`config.mk`:
```
export PLATFORM = sky130hd
export DESIGN_NAME = scaled_periodic_oneshot_timer
export DESIGN_NICKNAME = d
export VERILOG_FILES = /design/src/design/spot_pkg.sv /design/src/design/spot_seq.sv /design/src/design/spot_dpath.sv /design/src/design/scaled_periodic_oneshot_timer.sv
export SDC_FILE = /design/constraint.sdc
export NUM_CORES = 2
export LEC_CHECK = 0
export BUFFER_PORTS_ARGS = -buffer_cell sky130_fd_sc_hd__buf_2
export CAP_MARGIN = 15
export CORE_MARGIN = 1
export CORE_UTILIZATION = 50
export CTS_CLUSTER_DIAMETER = 60
export DETAILED_ROUTE_END_ITERATION = 10
export PLACE_DENSITY = 0.67
export SYNTH_ARGS = -nofsm -noshare
export SYNTH_HDL_FRONTEND = slang
export SYNTH_HIERARCHICAL = 1
export SYNTH_SLANG_ARGS = --single-unit
```
`constraint.sdc`:
```
create_clock -name clk -period 15 [get_ports clk]
set_input_delay 3 -clock clk [delete_from_list [all_inputs] [get_ports clk]]
set_output_delay 3 -clock clk [all_outputs]
set_load 0.02 [all_outputs]
```
`src/design/spot_pkg.sv`:
```
// ----------------------------------------------------------------------------
// spot_pkg: shared types and microprogram for the scaled periodic timer
// Holds command codes, register indexes, control word layout and the
// control store that sequences the datapath.
// ----------------------------------------------------------------------------
`default_nettype none

package spot_pkg;

	localparam int PERIOD_W = 32;
	localparam int GAIN_W   = 16;
	localparam int DELTA_W  = 32;
	localparam int MODE_W   = 3;
	localparam int EXP_W    = 8;
	localparam int STEP_W   = 4;

	typedef logic [STEP_W-1:0] step_t;

	// command codes carried with each input word
	typedef enum logic [MODE_W-1:0] {
		MODE_TICK    = 3'd0,
		MODE_PLAY    = 3'd1,
		MODE_PAUSE   = 3'd2,
		MODE_STOP    = 3'd3,
		MODE_RESTART = 3'd4
	} mode_t;

	// configuration register indexes
	typedef enum logic [1:0] {
		CFG_PERIOD   = 2'd0,
		CFG_GAIN     = 2'd1,
		CFG_ONE_SHOT = 2'd2,
		CFG_FROZEN   = 2'd3
	} cfg_idx_t;

	typedef struct packed {
		logic [PERIOD_W-1:0] period_length;
		logic [GAIN_W-1:0]   time_gain;
		logic                one_shot;
		logic                frozen;
	} cfg_t;

	// datapath operations
	typedef enum logic [3:0] {
		OP_NOP,
		OP_TAKE,
		OP_DECODE,
		OP_ADD,
		OP_DSTEP,
		OP_FINP,
		OP_LOADE,
		OP_FINE,
		OP_EMIT
	} op_t;

	// jump conditions
	typedef enum logic [2:0] {
		C_NEVER,
		C_ALWAYS,
		C_NO_ITEM,
		C_NO_ADD,
		C_DIV_BUSY,
		C_NO_MOD,
		C_OUT_FULL
	} cond_t;

	typedef struct packed {
		op_t   op;
		cond_t cond;
		step_t target;
		logic  wrap;
	} ctl_t;

	// status from datapath to sequencer
	typedef struct packed {
		logic no_add;
		logic div_busy;
		logic no_mod;
	} flags_t;

	typedef struct packed {
		logic [EXP_W-1:0]    expiries;
		logic                done_res;
		logic                running;
		logic [PERIOD_W-1:0] elapsed;
		logic [PERIOD_W-1:0] remaining;
	} res_t;

	localparam step_t ST_IDLE   = 4'd0;
	localparam step_t ST_DECODE = 4'd1;
	localparam step_t ST_ADD    = 4'd2;
	localparam step_t ST_DIVP   = 4'd3;
	localparam step_t ST_ENDP   = 4'd4;
	localparam step_t ST_REM    = 4'd5;
	localparam step_t ST_DIVE   = 4'd6;
	localparam step_t ST_ENDE   = 4'd7;
	localparam step_t ST_OUT    = 4'd8;

	// control store: jump to target when the condition holds, else fall through, or return to idle on a wrap step
	function automatic ctl_t ucode(input step_t s);
		ctl_t c;
		c = '{op: OP_NOP, cond: C_ALWAYS, target: ST_IDLE, wrap: 1'b0};
		case (s)
			ST_IDLE:   c = '{op: OP_TAKE,   cond: C_NO_ITEM,  target: ST_IDLE, wrap: 1'b0};
			ST_DECODE: c = '{op: OP_DECODE, cond: C_NO_ADD,   target: ST_REM,  wrap: 1'b0};
			ST_ADD:    c = '{op: OP_ADD,    cond: C_NEVER,    target: ST_IDLE, wrap: 1'b0};
			ST_DIVP:   c = '{op: OP_DSTEP,  cond: C_DIV_BUSY, target: ST_DIVP, wrap: 1'b0};
			ST_ENDP:   c = '{op: OP_FINP,   cond: C_NEVER,    target: ST_IDLE, wrap: 1'b0};
			ST_REM:    c = '{op: OP_LOADE,  cond: C_NO_MOD,   target: ST_OUT,  wrap: 1'b0};
			ST_DIVE:   c = '{op: OP_DSTEP,  cond: C_DIV_BUSY, target: ST_DIVE, wrap: 1'b0};
			ST_ENDE:   c = '{op: OP_FINE,   cond: C_NEVER,    target: ST_IDLE, wrap: 1'b0};
			ST_OUT:    c = '{op: OP_EMIT,   cond: C_OUT_FULL, target: ST_OUT,  wrap: 1'b1};
			default:   c = '{op: OP_NOP,    cond: C_ALWAYS,   target: ST_IDLE, wrap: 1'b0};
		endcase
		return c;
	endfunction

endpackage

`default_nettype wire

```
`src/design/spot_seq.sv`:
```
// ----------------------------------------------------------------------------
// spot_seq: microprogram sequencer
// Step counter over the control store with conditional jumps.
// ----------------------------------------------------------------------------
`default_nettype none

module spot_seq (
	input  wire logic            clk,
	input  wire logic            arst_n,
	input  wire spot_pkg::flags_t flags,
	input  wire logic            item_valid,
	input  wire logic            out_full,
	output spot_pkg::op_t        op
);
	import spot_pkg::*;

	step_t step_q;
	ctl_t  ctl;
	logic  taken;
	step_t step_d;

	always_comb begin
		ctl = ucode(step_q);
		case (ctl.cond)
			C_NEVER:    taken = 1'b0;
			C_ALWAYS:   taken = 1'b1;
			C_NO_ITEM:  taken = !item_valid;
			C_NO_ADD:   taken = flags.no_add;
			C_DIV_BUSY: taken = flags.div_busy;
			C_NO_MOD:   taken = flags.no_mod;
			C_OUT_FULL: taken = out_full;
			default:    taken = 1'b1;
		endcase
		if (taken) begin
			step_d = ctl.target;
		end else if (ctl.wrap) begin
			step_d = ST_IDLE;
		end else begin
			step_d = step_q + 1'b1;
		end
	end

	always_ff @(posedge clk or negedge arst_n) begin
		if (!arst_n) begin
			step_q <= ST_IDLE;
		end else begin
			step_q <= step_d;
		end
	end

	assign op = ctl.op;

	// the program never leaves its nine steps
	a_step_range: assert property (@(posedge clk) disable iff (!arst_n)
		step_q <= ST_OUT)
		else $error("sequencer step out of program");

endmodule

`default_nettype wire

```
`src/design/spot_dpath.sv`:
```
// ----------------------------------------------------------------------------
// spot_dpath: timer datapath
// Gain multiplier, saturating adders, timer state and a restoring divider
// shared by expiry counting and the remaining-time modulo.
// ----------------------------------------------------------------------------
`default_nettype none

module spot_dpath #(
	parameter int TIME_WIDTH = 32
) (
	input  wire logic                          clk,
	input  wire logic                          arst_n,
	input  wire spot_pkg::op_t                 op,
	input  wire spot_pkg::cfg_t                cfg,
	input  wire logic                          take,
	input  wire logic [spot_pkg::MODE_W-1:0]   mode,
	input  wire logic [spot_pkg::DELTA_W-1:0]  delta,
	output spot_pkg::flags_t                   flags,
	output spot_pkg::res_t                     res
);
	import spot_pkg::*;

	localparam int TW    = TIME_WIDTH;
	localparam int CNT_W = $clog2(TW);
	localparam int PROD_W = DELTA_W + GAIN_W;
	localparam int SH_W  = PROD_W - 8;

	logic [MODE_W-1:0]  mode_q;
	logic [DELTA_W-1:0] delta_q;
	logic [TW-1:0]      elapsed_q;
	logic [TW-1:0]      phase_q;
	logic               playing_q;
	logic               finished_q;
	logic               first_q;
	logic [TW-1:0]      scaled_q;
	logic [TW-1:0]      dq_q;
	logic [TW-1:0]      r_q;
	logic [EXP_W-1:0]   qbits_q;
	logic               qsat_q;
	logic [CNT_W-1:0]   cnt_q;
	logic [EXP_W-1:0]   exp_q;
	logic [TW-1:0]      rem_q;

	logic [TW-1:0]      p;
	logic               gated;
	logic [PROD_W-1:0]  prod;
	logic [SH_W-1:0]    prod_sh;
	logic [TW-1:0]      scaled;
	logic [TW:0]        sum_e;
	logic [TW:0]        sum_p;
	logic [TW-1:0]      elapsed_sat;
	logic [TW-1:0]      phase_sat;
	logic [TW:0]        trial;
	logic               ge;
	logic [TW:0]        diff;
	logic               any_exp;

	always_comb begin
		p       = TW'(cfg.period_length);
		gated   = cfg.frozen || (p == '0) || !playing_q || finished_q;
		prod    = PROD_W'(delta_q) * PROD_W'(cfg.time_gain);
		prod_sh = prod[PROD_W-1:8];
		// product above the time range clamps to all ones
		scaled  = ((prod_sh >> TW) != '0) ? '1 : TW'(prod_sh);
		sum_e   = {1'b0, elapsed_q} + {1'b0, scaled_q};
		sum_p   = {1'b0, phase_q} + {1'b0, scaled_q};
		elapsed_sat = sum_e[TW] ? '1 : sum_e[TW-1:0];
		phase_sat   = sum_p[TW] ? '1 : sum_p[TW-1:0];
		// one restoring division step
		trial   = {r_q, dq_q[TW-1]};
		diff    = trial - {1'b0, p};
		ge      = !diff[TW] || trial[TW];
		any_exp = qsat_q || (qbits_q != '0);
		flags.no_add   = (mode_q != MODE_TICK) || gated || first_q;
		flags.div_busy = (cnt_q != '0);
		flags.no_mod   = (p == '0) || (elapsed_q <= p);
	end

	// timer state
	always_ff @(posedge clk or negedge arst_n) begin
		if (!arst_n) begin
			elapsed_q  <= '0;
			phase_q    <= '0;
			playing_q  <= 1'b0;
			finished_q <= 1'b0;
			first_q    <= 1'b1;
		end else begin
			case (op)
				OP_DECODE: begin
					case (mode_q)
						MODE_TICK: begin
							if (!gated && first_q) begin
								elapsed_q <= '0;
								phase_q   <= '0;
								first_q   <= 1'b0;
							end
						end
						MODE_PLAY: begin
							playing_q <= 1'b1;
							first_q   <= 1'b1;
						end
						MODE_PAUSE: begin
							playing_q <= 1'b0;
						end
						MODE_STOP: begin
							elapsed_q  <= '0;
							finished_q <= 1'b0;
							first_q    <= 1'b1;
							playing_q  <= 1'b0;
						end
						MODE_RESTART: begin
							elapsed_q  <= '0;
							finished_q <= 1'b0;
							first_q    <= 1'b1;
							playing_q  <= 1'b1;
						end
						default: begin
						end
					endcase
				end
				OP_ADD: begin
					elapsed_q <= elapsed_sat;
				end
				OP_FINP: begin
					phase_q <= r_q;
					if (any_exp && cfg.one_shot) begin
						finished_q <= 1'b1;
						first_q    <= 1'b1;
					end
				end
				default: begin
				end
			endcase
		end
	end

	// input capture, product and divider
	always_ff @(posedge clk) begin
		if (take) begin
			mode_q  <= mode;
			delta_q <= delta;
		end
		case (op)
			OP_DECODE: begin
				scaled_q <= scaled;
				exp_q    <= '0;
			end
			OP_ADD: begin
				dq_q    <= phase_sat;
				r_q     <= '0;
				qbits_q <= '0;
				qsat_q  <= 1'b0;
				cnt_q   <= CNT_W'(TW - 1);
			end
			OP_DSTEP: begin
				r_q     <= ge ? diff[TW-1:0] : trial[TW-1:0];
				dq_q    <= {dq_q[TW-2:0], 1'b0};
				qbits_q <= {qbits_q[EXP_W-2:0], ge};
				qsat_q  <= qsat_q || qbits_q[EXP_W-1];
				cnt_q   <= cnt_q - 1'b1;
			end
			OP_FINP: begin
				exp_q <= qsat_q ? '1 : qbits_q;
			end
			OP_LOADE: begin
				dq_q    <= elapsed_q;
				r_q     <= '0;
				qbits_q <= '0;
				qsat_q  <= 1'b0;
				cnt_q   <= CNT_W'(TW - 1);
				rem_q   <= (p == '0) ? '0 : p - elapsed_q;
			end
			OP_FINE: begin
				rem_q <= p - r_q;
			end
			default: begin
			end
		endcase
	end

	assign res.expiries  = exp_q;
	assign res.done_res  = finished_q;
	assign res.running   = playing_q;
	assign res.elapsed   = PERIOD_W'(elapsed_q);
	assign res.remaining = PERIOD_W'(rem_q);

	// a finished timer always restarts from a clearing tick
	a_fin_first: assert property (@(posedge clk) disable iff (!arst_n)
		finished_q |-> first_q)
		else $error("finished without first tick pending");

	// partial remainder stays below the period while dividing
	a_rem_below: assert property (@(posedge clk) disable iff (!arst_n)
		(op == OP_DSTEP) |-> (r_q < p))
		else $error("divider remainder not below period");

endmodule

`default_nettype wire

```
`src/design/scaled_periodic_oneshot_timer.sv`:
```
// ----------------------------------------------------------------------------
// scaled_periodic_oneshot_timer: gain-scaled periodic / one-shot timer
// Microcoded sequencer over a timer datapath; one status word per command.
// ----------------------------------------------------------------------------
// channel   dir  handshake         payload
// s_*       in   s_tvalid/s_tready s_tuser mode, s_tdata delta
// m_*       out  m_tvalid/m_tready m_tdata expiries..remaining
// cfg_*     in   cfg_we            cfg_index, cfg_data
//
// a word steps through take, decode, remainder setup and output when nothing is divided;
// an advancing tick adds an add step and phase / period on the bit-serial restoring
// divider with its finish step, and an elapsed time above the period adds elapsed mod
// period on the same divider with its finish step; input is taken only at the idle step
// a finished word waits in the output register while the next word is accepted and
// worked on; reset clears the timer state and the configuration registers to their defaults
// ----------------------------------------------------------------------------
`default_nettype none

module scaled_periodic_oneshot_timer #(
	parameter int TIME_WIDTH = 32
) (
	input  wire logic        clk,
	input  wire logic        arst_n,
	input  wire logic        s_tvalid,
	output logic             s_tready,
	input  wire logic [31:0] s_tdata,   // delta[31:0]
	input  wire logic [2:0]  s_tuser,   // mode[2:0]
	output logic             m_tvalid,
	input  wire logic        m_tready,
	output logic [79:0]      m_tdata,   // expiries[7:0], done_res[8], running[9],
	                                    // elapsed[41:10], remaining[73:42], zero pad
	input  wire logic        cfg_we,
	input  wire logic [1:0]  cfg_index,
	input  wire logic [31:0] cfg_data
);
	import spot_pkg::*;

	cfg_t   cfg_q;
	op_t    op;
	flags_t flags;
	res_t   res;
	logic   out_full;
	logic   take;
	logic   emit;
	logic   m_tvalid_q;
	logic [79:0] m_tdata_q;

	always_ff @(posedge clk or negedge arst_n) begin
		if (!arst_n) begin
			cfg_q.period_length <= '0;
			cfg_q.time_gain     <= GAIN_W'(256);
			cfg_q.one_shot      <= 1'b0;
			cfg_q.frozen        <= 1'b0;
		end else if (cfg_we) begin
			case (cfg_index)
				CFG_PERIOD:   cfg_q.period_length <= cfg_data;
				CFG_GAIN:     cfg_q.time_gain     <= cfg_data[GAIN_W-1:0];
				CFG_ONE_SHOT: cfg_q.one_shot      <= cfg_data[0];
				CFG_FROZEN:   cfg_q.frozen        <= cfg_data[0];
				default: begin
				end
			endcase
		end
	end

	assign s_tready = (op == OP_TAKE);
	assign take     = s_tvalid && s_tready;
	assign out_full = m_tvalid_q && !m_tready;
	assign emit     = (op == OP_EMIT) && !out_full;

	spot_seq u_seq (
		.clk        (clk),
		.arst_n     (arst_n),
		.flags      (flags),
		.item_valid (s_tvalid),
		.out_full   (out_full),
		.op         (op)
	);

	spot_dpath #(
		.TIME_WIDTH (TIME_WIDTH)
	) u_dpath (
		.clk    (clk),
		.arst_n (arst_n),
		.op     (op),
		.cfg    (cfg_q),
		.take   (take),
		.mode   (s_tuser),
		.delta  (s_tdata),
		.flags  (flags),
		.res    (res)
	);

	// output word register
	always_ff @(posedge clk or negedge arst_n) begin
		if (!arst_n) begin
			m_tvalid_q <= 1'b0;
		end else if (emit) begin
			m_tvalid_q <= 1'b1;
		end else if (m_tready) begin
			m_tvalid_q <= 1'b0;
		end
	end

	always_ff @(posedge clk) begin
		if (emit) begin
			m_tdata_q <= {6'd0, res.remaining, res.elapsed, res.running,
				res.done_res, res.expiries};
		end
	end

	assign m_tvalid = m_tvalid_q;
	assign m_tdata  = m_tdata_q;

	a_no_take_emit: assert property (@(posedge clk) disable iff (!arst_n)
		!(take && emit))
		else $error("input taken while a word is emitted");

	a_busy_after_take: assert property (@(posedge clk) disable iff (!arst_n)
		take |=> !s_tready)
		else $error("ready again right after accepting a word");

	a_emit_valid: assert property (@(posedge clk) disable iff (!arst_n)
		emit |=> m_tvalid)
		else $error("emitted word not presented");

endmodule

`default_nettype wire

```
* Yosys cells after proc, flatten, opt, wreduce, memory -nomap -nowiden
Memories as Yosys holds them, arrays and structs flattened.
Cells that the tools add are included.
** Word-level totals
- Flip-flop bits (word level) :: 381
- Latch bits :: 0
- RAM bits :: 0
- Bits in read-only memories :: 192
- Output and inout port bits :: 82
- Memories kept :: 1
** Cells by class
- $add $sub $neg :: 7
- $mul :: 1
- Div/mod/pow operators :: 0
- Order comparisons :: 1
- Eq/ne operators :: 27
- Shift operators :: 0
- Mux-type cells :: 29
- Bitwise logic cells :: 0
- Reductions and logical operators :: 49
** Memories
- (name not given) :: words 16, width 12, read ports 1, clocked after memory_dff 0, wr ports 0, RTL line spot_pkg.sv:103 : case (s)
** Operators by type and width (number)
- case mux 32 bit (2 select lines) :: 5
- 2-to-1 mux 32 bit :: 6
- case mux 32 bit (3 select lines) :: 1
- adder 32 x 32 -> 33 bit :: 2
- subtractor 32 bit :: 2
- multiplier 32 x 16 -> 48 bit :: 1
- nonzero test 40 bit :: 1
- subtractor 33 x 32 -> 33 bit :: 1
- <= comparator 32 bit :: 1
- zero test 32 bit :: 1
- case mux 8 bit (2 select lines) :: 2
- == test 4 x 3 -> 1 bit, second input constant :: 4
- == test 3 x 2 -> 1 bit, second input constant :: 4
- == test 3 bit, second input constant :: 4
- nonzero test 2 bit :: 6
- case mux 1 bit (2 select lines) :: 5
- case mux 5 bit (2 select lines) :: 1
- AND reduction 2 bit :: 5
- logical OR 1 bit :: 9
- != test 3 x 2 -> 1 bit, second input constant :: 3
- AND reduction 3 bit :: 3
- == test 4 x 2 -> 1 bit, second input constant :: 2
- 2-to-1 mux 4 bit :: 2
- 2-to-1 mux 8 bit :: 1
- 21 further kinds :: 42

* Depth between registers and ports, before layout
- Depth after elaboration :: 9
- Mapped depth :: 26

* By module
The synthesis kept the hierarchy.
** Modules (own cells, without submodules)
- spot_dpath :: times used 1, cells each 3803, area each 34167.8 µm², sequential area each 7233.2 µm²
- scaled_periodic_oneshot_timer :: times used 1, cells each 196, area each 4242.8 µm², sequential area each 3499.6 µm²
- spot_seq :: times used 1, cells each 61, area each 486.7 µm², sequential area each 100.1 µm²

* Least setup slack after synthesis
Ideal clock, no wire load.
- Path type :: input to register
- Start :: input port m_tready
- End :: register m_tdata_q[0] (netlist: m_tdata[0]), enable pin
- Library setup time :: 0.507 ns
- Arrival :: 6.146 ns
- Required time :: 14.493 ns
- Slack :: 8.348 ns
- Stages :: 2
- Cells stage by stage :: nor2b_1 nor2_1
** Between the ends
- Word-level cells in the longest chain between the ends :: 4
** RTL lines
- start, declared :: RTL line scaled_periodic_oneshot_timer.sv:29 : input wire logic m_tready,
- zero test 1 bit :: RTL line scaled_periodic_oneshot_timer.sv:68 : assign out_full = m_tvalid_q && !m_tready;
- logical AND 1 bit :: RTL line scaled_periodic_oneshot_timer.sv:68
- zero test 1 bit :: RTL line scaled_periodic_oneshot_timer.sv:69 : assign emit = (op == OP_EMIT) && !out_full;
- logical AND 1 bit :: RTL line scaled_periodic_oneshot_timer.sv:69
- via emit :: RTL line scaled_periodic_oneshot_timer.sv:44 : logic emit;
- end signal, assigned :: RTL line scaled_periodic_oneshot_timer.sv:107 : m_tdata_q <= {6'd0, res.remaining, res.elapsed, res.running,
- end, declared :: RTL line scaled_periodic_oneshot_timer.sv:46 : logic [79:0] m_tdata_q;
The timed path passes the listed nets, and every way through them passes these cells.
A chain may end at the register's enable or synchronous reset.

* Worst setup path in the final report
- Start :: register cfg_q[10] (netlist name)
- End :: register u_dpath.scaled_q[21] (data pin)
** Between the ends
- Word-level cells in the longest chain between the ends :: 2
** RTL lines
- start, declared :: RTL line scaled_periodic_oneshot_timer.sv:38 : cfg_t cfg_q;
- multiplier 32 x 16 -> 48 bit * :: RTL line spot_dpath.sv:61 : prod = PROD_W'(delta_q) * PROD_W'(cfg.time_gain);
- nonzero test 40 bit :: RTL line spot_dpath.sv:64 : scaled = ((prod_sh >> TW) != '0) ? '1 : TW'(prod_sh);
- end signal, assigned :: RTL line spot_dpath.sv:145 : scaled_q <= scaled;
- end, declared :: RTL line spot_dpath.sv:35 : logic [TW-1:0] scaled_q;
Every way passes the cells marked *; elsewhere a longest branch is shown, timed or not.

==> summary.md <==
| Metric | Value |
|---|---|
| Run status | `finished clean` |
| CTS tree | `done` |
| Unrepaired setup endpoints after global routing | `false` |
| Die extent in y | `281 um` |
| Clock buffer depth | `3` |
| Die X-Extent | `281 um` |
| Vias per cell | `5.64` |
| Critical Path AT | `7.91 ns` |
| Final Hold Fails | `0` |
| Worst slew margin | `27.4%` |
| Final WL | `104000 um` |
| Commonest non-fill, non-tap cells in the layout | `inv_1 (574), nand2_1 (497), fa_1 (422), ha_1 (282), and2_1 (264)` |
| CP max FO | `33` |
| Syn Std Cell Area | `38900 um2` |
| WHS | `0.418 ns` |
| Row cnt | `101` |
| WS Path Type | `flip-flop to flip-flop` |
| CTS resizes | `0` |
| CP startpoint kind | `flip-flop` |
| Largest net degree at the start of global routing | `77` |
| Placed instance area | `40500 um2` |
| GRT Total Usage | `27.0%` |
| Worst R2R Path Depth | `22` |
| Antenna viol nets, final | `0` |
| Worst endpoint required time | `15.32 ns` |
| Synth Area per Inst | `9.58 um2` |
| Share of cells above drive strength 1 | `8.78%` |
| Hold WC Path Type | `flip-flop to flip-flop` |
| Tmin final | `7.59 ns` |
| Initial antenna violation count | `2` |
| Placer Congestion | `0.964` |
| Final Max Slew Viols | `0` |
| Initial DRT Pass Iterations | `6` |
| CP peak stage delay | `1.01 ns` |
| Sum Neg Setup Slack | `0 ns` |
| Post-DP HPWL | `80400 um` |
| Clock-pin slew on the worst setup and hold paths | `0.06 ns` |
| Slowest CP cell | `dfstp_2` |
| Max_cap viols | `0` |
| CTS root buffer | `clkbuf_16` |
| Postcts setup bufs | `0` |
| Overflow left after global routing | `0` |
| Highest clock rate | `132 MHz` |
| Die area | `78900 um2` |
| CTS buffer count | `52` |
| Final Non-Filler Cells | `5209` |
| Syn Inst Count | `4060` |
| ANT cells | `0` |
| Initial Util | `50.9%` |
| Warnings from Yosys | `6` |
| Post-route design area | `42400 um2` |
| First-pass GRT wire length | `165000 um` |
| Input/output buffers | `149` |
| Top FF cell, synth | `edfxtp_1` |
| Clock skew | `0.0253 ns` |
| I/O pins | `156` |
| Most used cell along the critical path | `fa_1` |
| Number of global-route vias before repair | `29400` |
| Post-synth EDFFs | `259` |
| Core area | `76500 um2` |
| Commonest non-fill, non-tap cell in the layout | `inv_1` |
| Cts hold-fix bufs | `0` |
| Library cells used by synthesis | `88` |
| Clock sinks | `381` |
| Hold depth | `0` |
| Kind of end point of the critical path | `flip-flop` |
| Average wire per standard cell | `19.9 um` |
| #FFs+latches synth | `381` |
| Final period util | `50.6%` |
| Fillers | `6815` |
| Post-synthesis sequential area ratio | `27.8%` |
| Vias | `29400` |
| Worst-skew pair later-pin latency | `0.61 ns` |
| Post-route DRC | `0` |
| Crit-path cells | `nand2_1 -> fa_1 -> inv_1 -> fa_1 -> fa_1 -> fa_1 -> fa_1 -> inv_1 -> fa_1 -> inv_1 -> ha_1 -> and2_1 -> a221oi_1 -> o211a_1 -> nand3_1 -> nand3_1 -> a21oi_1 -> a41oi_1 -> xnor2_1 -> nor4_4 -> buf_4 -> o21ai_0` |
| # setup viols final | `0` |
| Area growth syn-to-layout | `9.11%` |
| Asr flop ratio synth | `32.0%` |
| Worst Max-Slew Pin Slew | `1.09 ns` |
| Cells after DPL | `5111` |
| First-iteration detailed-routing DRC count | `2606` |
| Final #Nets | `4914` |
| CTS H-tree lvls | `2` |
[cells in the mapped netlist (8+ instances only)]
| master | instances | area share [%] |
|---|---|---|
| o22ai_1 | 26 | 0.42 |
| a211oi_1 | 36 | 0.69 |
| inv_1 | 574 | 5.5 |
| clkbuf_1 | 141 | 1.4 |
| nor2_1 | 178 | 1.7 |
| a21oi_1 | 212 | 2.7 |
| o2111ai_1 | 9 | 0.20 |
| o21a_1 | 29 | 0.56 |
| nor3_1 | 58 | 0.75 |
| o21bai_1 | 24 | 0.46 |
| nor3b_1 | 8 | 0.15 |
| nand2b_1 | 31 | 0.50 |
| nor4_1 | 16 | 0.26 |
| a31oi_1 | 21 | 0.34 |
| ha_1 | 282 | 9.1 |
| mux2i_1 | 63 | 1.6 |
| mux2_2 | 48 | 1.4 |
| nor2b_1 | 28 | 0.45 |
| nand2_1 | 497 | 4.8 |
| xnor2_1 | 101 | 2.3 |
| fa_1 | 422 | 22 |
| o31ai_1 | 10 | 0.19 |
| and2_1 | 265 | 4.3 |
| a211o_1 | 8 | 0.18 |
| xor2_1 | 59 | 1.3 |
| nand3b_1 | 9 | 0.17 |
| nand3_1 | 59 | 0.76 |
| o21ai_0 | 166 | 2.1 |
| edfxtp_1 | 259 | 20 |
| a22oi_1 | 12 | 0.23 |
| and3_1 | 25 | 0.40 |
| or3_1 | 9 | 0.14 |
| dfrtp_1 | 120 | 7.7 |
| a21o_1 | 73 | 1.4 |
| o211ai_1 | 15 | 0.29 |
| buf_4 | 12 | 0.23 |
| nand4_1 | 25 | 0.40 |
[registers in the layout (all words and copies together) (netlist names)]
| name | count |
|---|---|
| u_dpath/exp_q | 8 |
| u_dpath/delta_q | 32 |
| u_dpath/first_q | 1 |
| u_dpath/dq_q | 32 |
| cfg_q | 50 |
| u_dpath/qsat_q | 1 |
| u_dpath/cnt_q | 5 |
| u_dpath/playing_q | 1 |
| m_tvalid | 1 |
| m_tdata | 74 |
| u_dpath/mode_q | 3 |
| u_seq/step_q | 4 |
| u_dpath/phase_q | 32 |
| u_dpath/finished_q | 1 |
| u_dpath/qbits_q | 8 |
| u_dpath/rem_q | 32 |
| u_dpath/scaled_q | 32 |
| u_dpath/elapsed_q | 32 |
| u_dpath/r_q | 32 |
[path summary, 6_finish.rpt]
kind | slack (ns) | from | endpoint
max | 7.41 | cfg_q[10]$_DFFE_PN1P_ | u_dpath/scaled_q[21]$_SDFFCE_PP1P_
min | 0.42 | u_dpath/rem_q[13]$_DFFE_PP_ | m_tdata[55]$_DFFE_PP_
max reg2reg | 7.41 | cfg_q[10]$_DFFE_PN1P_ | u_dpath/scaled_q[21]$_SDFFCE_PP1P_
min reg2reg | 0.42 | u_dpath/rem_q[13]$_DFFE_PP_ | m_tdata[55]$_DFFE_PP_
max in group asynchronous | 11.37 | arst_n | cfg_q[5]$_DFFE_PN0P_
min in group asynchronous | 2.38 | arst_n | cfg_q[46]$_DFFE_PN0P_
[through the flow]
stage / utilization [%] / setup slack [ns]
detailed placement: 53.0 / 7.35
global route: 55.5 / 6.90
global placement: 53.0 / 7.47
finish: 55.5 / 7.41
CTS: 55.5 / 7.33
floorplan: - / 8.35
[metal layers]
| metal | GRT usage (%) | share of wire, % |
|---|---|---|
| met1 | 38.2 | 46 |
| met2 | 42.7 | 45 |
| met3 | 3.01 | 5.6 |
| met4 | 9.88 | 3.8 |
| met5 | 0 | 0.0067 |
[worst max-delay path, delay by kind of cell (launching register included)]
family / cells / cell delay (ns)
adders and majority gates: 7 / 3.38
AOI/OAI and AO/OA: 5 / 1.20
xor gates and xnor gates: 1 / 0.14
and+or+nand+nor: 5 / 1.06
DFF: 1 / 1.01
buffers and inverters: 4 / 0.48
[layout make-up]
cell class	instances	area, um2	share of cell area [%]
clock buffers	62	1410	3.33
clock inverters	35	468	1.10
inverters	574	2150	5.08
multi-input cells	2942	25300	59.5
flip-flops and latches	381	10800	25.5
well taps	1030	1290	3.04
repair buffers	185	1030	2.43
[logic make-up (layout without fill, tap and decap cells)]
family / Yosys count / count (layout) / share of synthesized area [%]
buffers and inverters: 742 / 856 / 7.42
multiplexers: 116 / 116 / 3.18
AND/OR/NAND/NOR: 1234 / 1234 / 15.4
flip-flops: 381 / 381 / 27.8
adder cells (fa/ha/maj): 704 / 704 / 30.8
AO/OA/AOI/OAI: 722 / 722 / 11.8
other: 1 / 6 / 0.00964
XOR/XNOR: 160 / 160 / 3.60
Power is not shown: default switching activity piles up to over one toggle a cycle in this logic, so the estimate is an artifact.
